`config.mk`:
```
export PLATFORM = sky130hd
export DESIGN_NAME = lock_click_window_command_fsm_top
export DESIGN_NICKNAME = d
export VERILOG_FILES = /design/src/hw/rtl/lcw_pkg.sv /design/src/hw/rtl/lcw_front.sv /design/src/hw/rtl/lcw_queue.sv /design/src/hw/rtl/lcw_back.sv /design/src/hw/rtl/lock_click_window_command_fsm_top.sv
export SDC_FILE = /design/constraint.sdc
export NUM_CORES = 1
export LEC_CHECK = 0
export ABC_AREA = 1
export CAP_MARGIN = 15
export CORE_ASPECT_RATIO = 0.75
export CORE_MARGIN = 2
export CORE_UTILIZATION = 50
export CTS_CLUSTER_SIZE = 14
export DETAILED_ROUTE_END_ITERATION = 6
export DONT_BUFFER_PORTS = 1
export PLACE_DENSITY = 0.69
export SLEW_MARGIN = 5
export SYNTH_ARGS = -nofsm -noshare
export SYNTH_HDL_FRONTEND = slang
export SYNTH_SLANG_ARGS = --single-unit
```
`constraint.sdc`:
```
create_clock -name clk -period 5.4 [get_ports clk]
set_input_delay 0.27 -clock clk [delete_from_list [all_inputs] [get_ports clk]]
set_output_delay 0.27 -clock clk [all_outputs]
set_load 0.02 [all_outputs]
```
`src/hw/rtl/lcw_pkg.sv`:
```
// ----------------------------------------------------------------------------
// lcw_pkg: shared types and constants of the lock-click window sequencer
// Holds the classified frame item that travels from the front end to the back
// end, the configuration bundle, and the timing and field constants.
// ----------------------------------------------------------------------------
package lcw_pkg;

  // Configuration register indexes.
  localparam logic REG_CLOSE_MODE = 1'b0;
  localparam logic REG_OPEN_MODE  = 1'b1;

  // Mode register values; any other nonzero value asks for repeated clicks.
  localparam logic [1:0] MODE_OFF    = 2'd0;
  localparam logic [1:0] MODE_SINGLE = 2'd1;

  // Frame field codes.
  localparam logic [3:0] FRAME_LEN_ACTIVE = 4'd8;
  localparam logic [3:0] IGN_RUN          = 4'h8;
  localparam logic [3:0] FN_LOCK          = 4'h1;
  localparam logic [3:0] FN_UNLOCK_A      = 4'h3;
  localparam logic [3:0] FN_UNLOCK_B      = 4'h4;
  localparam logic [7:0] REQ_MASK         = 8'h0E;
  localparam logic [7:0] REQ_PASSIVE      = 8'h04;
  localparam logic [7:0] FOB_MASK         = 8'h1E;
  localparam logic [7:0] FOB_CLOSE_ALL    = 8'h01;
  localparam logic [7:0] REQ_OPEN_CODE    = 8'hB0;

  // Timing thresholds in milliseconds.
  localparam logic [31:0] LOCK_WINDOW_MS = 32'd3000;
  localparam logic [31:0] SEND_DELAY_MS  = 32'd3500;
  localparam logic [31:0] MOVE_DONE_MS   = 32'd8000;
  localparam logic [31:0] AJAR_START_MS  = 32'd8500;
  localparam logic [31:0] AJAR_DONE_MS   = 32'd8900;

  localparam logic [7:0] CLICKS_MAX = 8'hFF;

  typedef struct packed {
    logic [1:0] close_mode;
    logic [1:0] open_mode;
  } cfg_t;

  typedef struct packed {
    logic        act;        // frame length is 8
    logic        eng;        // ignition not in RUN (only when act)
    logic        is_lock;
    logic        is_unlock;
    logic        passive;    // passive-entry requestor
    logic [7:0]  fob;
    logic [7:0]  req;
    logic [31:0] now;
  } item_t;

endpackage

```
`src/hw/rtl/lcw_front.sv`:
```
// ----------------------------------------------------------------------------
// lcw_front: frame classifier
// Decodes length, ignition state and the function and requestor fields of an
// incoming frame into a compact item for the back end.
// ----------------------------------------------------------------------------
module lcw_front (
  input  logic [3:0]      frame_length,
  input  logic [7:0]      ignition_byte,
  input  logic [7:0]      fob_byte,
  input  logic [7:0]      request_byte,
  input  logic [31:0]     now_ms,
  output lcw_pkg::item_t  item
);

  logic [3:0] fn;

  assign fn = request_byte[7:4];

  always_comb begin
    item.act       = (frame_length == lcw_pkg::FRAME_LEN_ACTIVE);
    item.eng       = item.act && (ignition_byte[3:0] != lcw_pkg::IGN_RUN);
    item.is_lock   = (fn == lcw_pkg::FN_LOCK);
    item.is_unlock = (fn == lcw_pkg::FN_UNLOCK_A) || (fn == lcw_pkg::FN_UNLOCK_B);
    item.passive   = ((request_byte & lcw_pkg::REQ_MASK) == lcw_pkg::REQ_PASSIVE);
    item.fob       = fob_byte;
    item.req       = request_byte;
    item.now       = now_ms;
  end

endmodule

```
`src/hw/rtl/lcw_queue.sv`:
```
// ----------------------------------------------------------------------------
// lcw_queue: two-entry item queue
// Decouples the classifier from the sequencer so that each side can stall on
// its own; items flow one per cycle while neither side stalls.
// ----------------------------------------------------------------------------
module lcw_queue (
  input  logic            clk,
  input  logic            rst,
  input  logic            push,
  input  lcw_pkg::item_t  push_item,
  output logic            full,
  input  logic            pop,
  output logic            head_valid,
  output lcw_pkg::item_t  head_item
);

  lcw_pkg::item_t mem [2];
  logic           wr_ptr;
  logic           rd_ptr;
  logic [1:0]     count;

  assign full       = (count == 2'd2);
  assign head_valid = (count != 2'd0);
  assign head_item  = mem[rd_ptr];

  always_ff @(posedge clk) begin
    if (push) begin
      mem[wr_ptr] <= push_item;
    end
  end

  always_ff @(posedge clk) begin
    if (rst) begin
      wr_ptr <= 1'b0;
      rd_ptr <= 1'b0;
      count  <= 2'd0;
    end else begin
      if (push) begin
        wr_ptr <= ~wr_ptr;
      end
      if (pop) begin
        rd_ptr <= ~rd_ptr;
      end
      if (push && !pop) begin
        count <= count + 2'd1;
      end else if (pop && !push) begin
        count <= count - 2'd1;
      end
    end
  end

endmodule

```
`src/hw/rtl/lcw_back.sv`:
```
// ----------------------------------------------------------------------------
// lcw_back: click counting and window command sequencer
// Carries out one classified item per cycle, unless the output is stalled,
// against the click counters and phase state, and holds the rewritten frame in an output register.
// ----------------------------------------------------------------------------
module lcw_back (
  input  logic            clk,
  input  logic            rst,
  input  lcw_pkg::cfg_t   cfg,
  input  logic            item_valid,
  input  lcw_pkg::item_t  item,
  output logic            item_pop,
  output logic            out_valid,
  input  logic            out_stall,
  output logic            forward_frame,
  output logic [7:0]      new_fob_byte,
  output logic [7:0]      new_request_byte,
  output logic            engine_flag_clear
);

  typedef enum logic [1:0] {
    PHASE_IDLE    = 2'd0,
    PHASE_CLOSING = 2'd1,
    PHASE_AJAR    = 2'd2
  } phase_t;

  phase_t      close_phase, close_phase_next;
  logic [7:0]  lock_clicks, lock_clicks_next;
  logic [31:0] last_lock_time, last_lock_time_next;
  logic        open_pending, open_pending_next;
  logic [7:0]  unlock_clicks, unlock_clicks_next;
  logic [31:0] last_unlock_time, last_unlock_time_next;
  logic [7:0]  saved_fob, saved_fob_next;
  logic [7:0]  saved_requestor, saved_requestor_next;

  logic [31:0] dlock, dt_close, dunlock;
  logic        close_fwd, fwd;
  logic        open_lock, open_unlock;
  logic [7:0]  b1, b2;

  assign item_pop = item_valid && (!out_valid || !out_stall);
  assign dlock    = item.now - last_lock_time;
  assign dunlock  = item.now - last_unlock_time;
  assign dt_close = item.is_lock ? 32'd0 : dlock;

  always_comb begin
    close_phase_next      = close_phase;
    lock_clicks_next      = lock_clicks;
    last_lock_time_next   = last_lock_time;
    open_pending_next     = open_pending;
    unlock_clicks_next    = unlock_clicks;
    last_unlock_time_next = last_unlock_time;
    saved_fob_next        = saved_fob;
    saved_requestor_next  = saved_requestor;
    b1        = item.fob;
    b2        = item.req;
    close_fwd = 1'b0;
    open_lock   = 1'b0;
    open_unlock = 1'b0;

    // Close side.
    if (item.act && cfg.close_mode != lcw_pkg::MODE_OFF) begin
      if (item.is_lock) begin
        if (dlock < lcw_pkg::LOCK_WINDOW_MS) begin
          lock_clicks_next = (lock_clicks == lcw_pkg::CLICKS_MAX) ?
                             lock_clicks : lock_clicks + 8'd1;
        end else begin
          close_phase_next = PHASE_IDLE;
          lock_clicks_next = (cfg.close_mode == lcw_pkg::MODE_SINGLE) ? 8'd1 : 8'd0;
        end
        if (lock_clicks_next != 8'd0) begin
          saved_fob_next       = item.fob & lcw_pkg::FOB_MASK;
          saved_requestor_next = item.req & lcw_pkg::REQ_MASK;
          close_phase_next     = PHASE_CLOSING;
        end
        last_lock_time_next = item.now;
      end else if (item.is_unlock) begin
        close_phase_next = PHASE_IDLE;
        lock_clicks_next = 8'd0;
      end

      if (close_phase_next == PHASE_CLOSING) begin
        if (dt_close > lcw_pkg::SEND_DELAY_MS) begin
          b1        = saved_fob_next | lcw_pkg::FOB_CLOSE_ALL;
          b2        = saved_requestor_next;
          close_fwd = 1'b1;
          if (dt_close > lcw_pkg::MOVE_DONE_MS) begin
            if (lock_clicks_next >= 8'd2) begin
              close_phase_next = PHASE_AJAR;
            end else begin
              close_phase_next = PHASE_IDLE;
              lock_clicks_next = 8'd0;
            end
          end
        end
      end else if (close_phase_next == PHASE_AJAR) begin
        if (dt_close > lcw_pkg::AJAR_START_MS) begin
          b1        = saved_fob_next;
          b2        = lcw_pkg::REQ_OPEN_CODE | saved_requestor_next;
          close_fwd = 1'b1;
        end
        if (dt_close > lcw_pkg::AJAR_DONE_MS) begin
          close_phase_next = PHASE_IDLE;
          lock_clicks_next = 8'd0;
        end
      end
    end

    // Open side. A close rewrite leaves a function code that is neither a
    // lock nor an unlock, so the open side then sees no click.
    fwd = close_fwd;
    if (item.act && cfg.open_mode != lcw_pkg::MODE_OFF) begin
      open_lock   = item.is_lock && !close_fwd;
      open_unlock = item.is_unlock && !close_fwd;
      if (open_lock) begin
        open_pending_next  = 1'b0;
        unlock_clicks_next = 8'd0;
      end else if (open_unlock) begin
        if (!item.passive) begin
          if (dunlock < lcw_pkg::LOCK_WINDOW_MS) begin
            unlock_clicks_next = (unlock_clicks == lcw_pkg::CLICKS_MAX) ?
                                 unlock_clicks : unlock_clicks + 8'd1;
          end else begin
            open_pending_next  = 1'b0;
            unlock_clicks_next = (cfg.open_mode == lcw_pkg::MODE_SINGLE) ? 8'd1 : 8'd0;
          end
        end
        if (unlock_clicks_next != 8'd0) begin
          saved_fob_next       = item.fob & lcw_pkg::FOB_MASK;
          saved_requestor_next = item.req & lcw_pkg::REQ_MASK;
          open_pending_next    = 1'b1;
        end
        last_unlock_time_next = item.now;
      end

      // On an unlock click nothing is sent.
      if (open_pending_next && !open_unlock) begin
        if (dunlock > lcw_pkg::SEND_DELAY_MS) begin
          b1  = saved_fob_next;
          b2  = lcw_pkg::REQ_OPEN_CODE | saved_requestor_next;
          fwd = 1'b1;
          if (dunlock > lcw_pkg::MOVE_DONE_MS) begin
            open_pending_next  = 1'b0;
            unlock_clicks_next = 8'd0;
          end
        end
      end
    end
  end

  always_ff @(posedge clk) begin
    if (rst) begin
      close_phase      <= PHASE_IDLE;
      lock_clicks      <= 8'd0;
      last_lock_time   <= 32'd0;
      open_pending     <= 1'b0;
      unlock_clicks    <= 8'd0;
      last_unlock_time <= 32'd0;
      saved_fob        <= 8'd0;
      saved_requestor  <= 8'd0;
      out_valid        <= 1'b0;
    end else begin
      if (item_pop) begin
        close_phase       <= close_phase_next;
        lock_clicks       <= lock_clicks_next;
        last_lock_time    <= last_lock_time_next;
        open_pending      <= open_pending_next;
        unlock_clicks     <= unlock_clicks_next;
        last_unlock_time  <= last_unlock_time_next;
        saved_fob         <= saved_fob_next;
        saved_requestor   <= saved_requestor_next;
        out_valid         <= 1'b1;
        forward_frame     <= fwd;
        new_fob_byte      <= b1;
        new_request_byte  <= b2;
        engine_flag_clear <= item.eng;
      end else if (!out_stall) begin
        out_valid <= 1'b0;
      end
    end
  end

endmodule

```
`src/hw/rtl/lock_click_window_command_fsm_top.sv`:
```
// ----------------------------------------------------------------------------
// lock_click_window_command_fsm_top: lock-click window command sequencer
// Counts lock and unlock clicks on body-control frames and rewrites bytes 1
// and 2 to drive close, ajar and open window sequences.
// ----------------------------------------------------------------------------
// Usage: one frame (length, bytes 0 to 2, millisecond timestamp) enters per
// transaction on the input channel, taken at an edge where in_valid is high
// and in_stall is low. Every frame yields exactly one result transaction on
// the output channel, taken where out_valid is high and out_stall is low.
// The classifier writes each frame into a two-entry queue; the sequencer
// pops one item per cycle into the output register while the output is not
// stalled, so each result is registered first in the queue and then in the
// output register. The block sustains one frame per cycle while the receiver
// does not stall; the rate is set by the sequencer's state update.
// When the receiver stalls, the output register holds its result, the queue
// fills, and in_stall rises once both queue entries are occupied; no item
// is lost or repeated. Reset clears the click counters, timestamps, phase
// state, saved bytes, both mode registers and the queue. The mode registers
// are written through the configuration channel, which is always ready;
// write them only while no frame is in flight.
// ----------------------------------------------------------------------------
module lock_click_window_command_fsm_top (
  input  logic        clk,
  input  logic        rst,
  // Frame input channel.
  input  logic        in_valid,
  output logic        in_stall,
  input  logic [3:0]  frame_length,
  input  logic [7:0]  ignition_byte,
  input  logic [7:0]  fob_byte,
  input  logic [7:0]  request_byte,
  input  logic [31:0] now_ms,
  // Result output channel.
  output logic        out_valid,
  input  logic        out_stall,
  output logic        forward_frame,
  output logic [7:0]  new_fob_byte,
  output logic [7:0]  new_request_byte,
  output logic        engine_flag_clear,
  // Configuration write channel.
  input  logic        cfg_valid,
  output logic        cfg_ready,
  input  logic        cfg_index,
  input  logic [1:0]  cfg_data
);

  lcw_pkg::cfg_t  cfg;
  lcw_pkg::item_t front_item;
  lcw_pkg::item_t head_item;
  logic           q_full;
  logic           q_push;
  logic           q_pop;
  logic           head_valid;

  // Mode registers; writes are always accepted.
  assign cfg_ready = 1'b1;

  always_ff @(posedge clk) begin
    if (rst) begin
      cfg.close_mode <= 2'd0;
      cfg.open_mode  <= 2'd0;
    end else if (cfg_valid && cfg_ready) begin
      unique case (cfg_index)
        lcw_pkg::REG_CLOSE_MODE: cfg.close_mode <= cfg_data;
        lcw_pkg::REG_OPEN_MODE:  cfg.open_mode  <= cfg_data;
        default: ;
      endcase
    end
  end

  // The front end stalls only when both queue entries are occupied.
  assign in_stall = q_full;
  assign q_push   = in_valid && !in_stall;

  lcw_front u_front (
    .frame_length  (frame_length),
    .ignition_byte (ignition_byte),
    .fob_byte      (fob_byte),
    .request_byte  (request_byte),
    .now_ms        (now_ms),
    .item          (front_item)
  );

  lcw_queue u_queue (
    .clk        (clk),
    .rst        (rst),
    .push       (q_push),
    .push_item  (front_item),
    .full       (q_full),
    .pop        (q_pop),
    .head_valid (head_valid),
    .head_item  (head_item)
  );

  lcw_back u_back (
    .clk               (clk),
    .rst               (rst),
    .cfg               (cfg),
    .item_valid        (head_valid),
    .item              (head_item),
    .item_pop          (q_pop),
    .out_valid         (out_valid),
    .out_stall         (out_stall),
    .forward_frame     (forward_frame),
    .new_fob_byte      (new_fob_byte),
    .new_request_byte  (new_request_byte),
    .engine_flag_clear (engine_flag_clear)
  );

endmodule
```
==> out/metrics.cfg <==
[sta]
clock_skew_ns=0.0203
finalSetupTns_ns=0
hold_viol=0
relSlewSlack_pct=42.2
rsz0062_at_grt=false
tightest_slew_ns=0.858
maxSlewViolCount=0
period_share_pct=91.3
min_period_ns=4.93
finalSetupViolations=0
timing.fmax_mhz=203

[grt]
grt_first_pass_wirelength_um=69900
antenna_found_initial=1
grt_usage_pct=27.5
grt-ovfl-total=0
grt_pass1_vias=13400
grt_max_degree=78

[clocking]
cts_buffers=25
cts_tree=yes
cts_buffer_depth=3
clk_pin_slew_ns=0.06
htree_levels=1
numClockSinks=233
post_cts_buffers=0
root_buffer=clkbuf_16
insertion_delay_ns=0.55

[floorplanning]
num_rows=55
dieWidth_um=207
die-area_mm2=0.0323
core_area_mm2=0.0303
chipHeight_um=156
io_pins=89
start_util_pct=51.0

[drt]
routed_wl_um=44300
antenna_left=0
wl_per_cell_um=16.3
viasPerCell=5.41
vias=14700
firstDrtPassIters=5
drcViolationCount=0
drtIter0Drc=1334

[layout]
final_nets=2428
drive_above_1_share_pct=5.37
nFillCells=2905
area_delta_synth_final_pct=12.4
final_util_pct=57.3

[logic_synthesis]
yosys-top-cells-count=725 x nand2_1, 319 x inv_1, 164 x a21oi_1
ys_types=60
ys_async_sr_fraction_pct=0
syn_nets=2367
yosysTopAreaCellShare_pct=24.1
ys_warn_count=0
synth_seq_cells=233
ys_seq_area_share_pct=38.2
ys.flop_type=edfxtp_1
synth.area.mux_share_pct=0.389
syn_avg_cell_area_um2=6.92
ys_top_cells_by_area=edfxtp_1 24%, nand2_1 18%, dfxtp_1 14%
synth_compound_area_share_pct=12.1
synth_top_family_by_area=simple AND/OR/NAND/NOR gates
synthAdderAreaFrac_pct=5.61
yosysTopAreaCell=edfxtp_1
yosysMostFrequentCell=nand2_1
synth_area_mm2=0.0154
synth_edf_count=124
synth_xor_area_share_pct=1.59
netlist_instances=2231
synth-simple-area-share_pct=32.6

[critical_path]
crit_path_start_kind=register
cp.required_ns=5.83
critPathCaptureType=register
critPathArrivalTime_ns=5.36
reg2reg_depth=25
worst-setup-path-type=reg2reg
critical_path_peak_fanout=28

[power]
intPower_uw=4660
switching_share_pct=48.6
p_clk_share_pct=19.3
p_leak_uw=0.00779
p_total_uw=9050
max-vdd-ir-drop_mv=0.343
p_sw_uw=4400
pwr-share-seq_pct=24.9
power_frac_comb_pct=55.8
powerDensity_mw_per_mm2=521

[placed_design]
gp_congestion=0.961
port_buffers=0
dp_hpwl_um=33100

[min_path]
min_path_type=in2reg
holdPathStages=1

[job]
drv_cap=0

[run_status]
status=finished clean

[power groups by stage]
stage	logic [µW]	registers, µW	clock network, µW
3_3_place_gp	4810	2290	0
3_5_place_dp	4870	2290	0
4_1_cts	4950	2250	1780
5_1_grt	5680	2280	1830
2_1_floorplan	3570	2280	0
6_report	5050	2260	1740
[layer usage]
layer  up-vias  track usage, %  wire length [µm]
met5         -               0                 0
met4         0            7.43              1170
met3        71            6.60              4070
met2       463            39.6             17700
met1      6743            40.9             21300
li1       7402               -                 -
[per-stage QoR]
step | instances | hold slack, ns | setup slack, ns | cell area, µm²
after floorplan | 2231 | 0.369 | 1.31 | 15400
after global placement | 2600 | 0.345 | 0.677 | 15900
after CTS | 2710 | 0.00617 | 0.458 | 17400
after detailed placement | 2600 | 0.349 | 0.624 | 15900
final | 2711 | 0.0394 | 0.470 | 17400
after global routing | 2711 | 0.0291 | 0.0449 | 17400
[cell type report]
class	instances	area (µm²)	share of cell area, %
Timing Repair Buffer	86	820	4.72
Sequential cell	233	5910	34.0
Inverter	327	1230	7.07
Clock inverter	15	168	0.966
Clock buffer	31	648	3.73
Antenna cell	1	2.50	0.0144
Multi-Input combinational cell	1619	8090	46.6
Tap cell	399	499	2.88
[cell families (layout without fill, tap and decap cells)]
logic type	count (synthesis)	after routing
multiplexers	6	6
other	1	2
buffers and inverters	379	459
AO/OA/AOI/OAI	347	347
flip-flops	233	233
XOR/XNOR	28	28
adder cells (fa/ha/maj)	68	68
AND/OR/NAND/NOR	1169	1169
[worst max-delay path, cell delays in order, from the launching register on]
cell           delay, ns
dfxtp_2             0.42
buf_4               0.42
nand2_1             0.09
nand2_1             0.32
ha_1                0.36
a21oi_1             0.28
o21ai_0             0.17
a21oi_1             0.28
nor2_1              0.08
nor2_1              0.13
nand2_1             0.07
nand2_1             0.05
nand2_1             0.08
nor2_1              0.11
nand2_1             0.11
nor2_4              0.17
nand3_1             0.12
nand3_2             0.12
nand2_2             0.08
nor2_2              0.36
nand2_1             0.09
o21ai_0             0.11
nand2_1             0.09
nand3_1             0.07
a21oi_1             0.07
dlygate4sd3_1       0.55
[cells in the final DEF (no fill, tap or decap), types with 6 or more instances in the layout]
cell type,count
o21ai_1,12
nor2_1,148
nand4_1,48
clkinv_1,7
mux2i_1,6
xnor2_1,13
nand2_1,725
ha_1,66
clkbuf_16,25
o21ai_0,128
or2_2,16
o21a_1,6
nor2_2,6
buf_4,21
edfxtp_1,124
clkbuf_1,6
a21oi_1,164
nor4_1,13
nor3_1,19
nand3_1,135
inv_1,318
nand3b_1,16
nand2_2,14
o211ai_1,13
nor2_4,6
xor2_1,15
dlygate4sd3_1,63
dfxtp_1,108
[final timing paths]
path                                                 from  slack (ns)                         to
worst max register to register                   register        0.47  u_back.saved_requestor[1]
worst min-delay path                      request_byte[2]        0.04         u_queue.mem[1][48]
worst max-delay path                             register        0.47  u_back.saved_requestor[1]
worst min register to register  u_back.saved_requestor[4]        0.45  u_back.saved_requestor[4]
[registers in the layout, indices dropped and copies added, names as in the netlist, 4 cells and up, named ones only]
signal	count
u_back.last_lock_time	32
u_back.lock_clicks	8
u_back.new_fob_byte	8
u_back.saved_fob	8
u_back.unlock_clicks	8
cfg	4
u_back.new_request_byte	8
u_back.last_unlock_time	32
u_queue.mem	106
u_back.saved_requestor	8
[repair_timing]
item                       4_1_cts  5_1_grt
resized for setup                0        2
hold endpoints to repair       140        0
hold buffers                    64        0
setup endpoints to repair        0        1
Note: power is estimated with default switching activity, not from simulation.
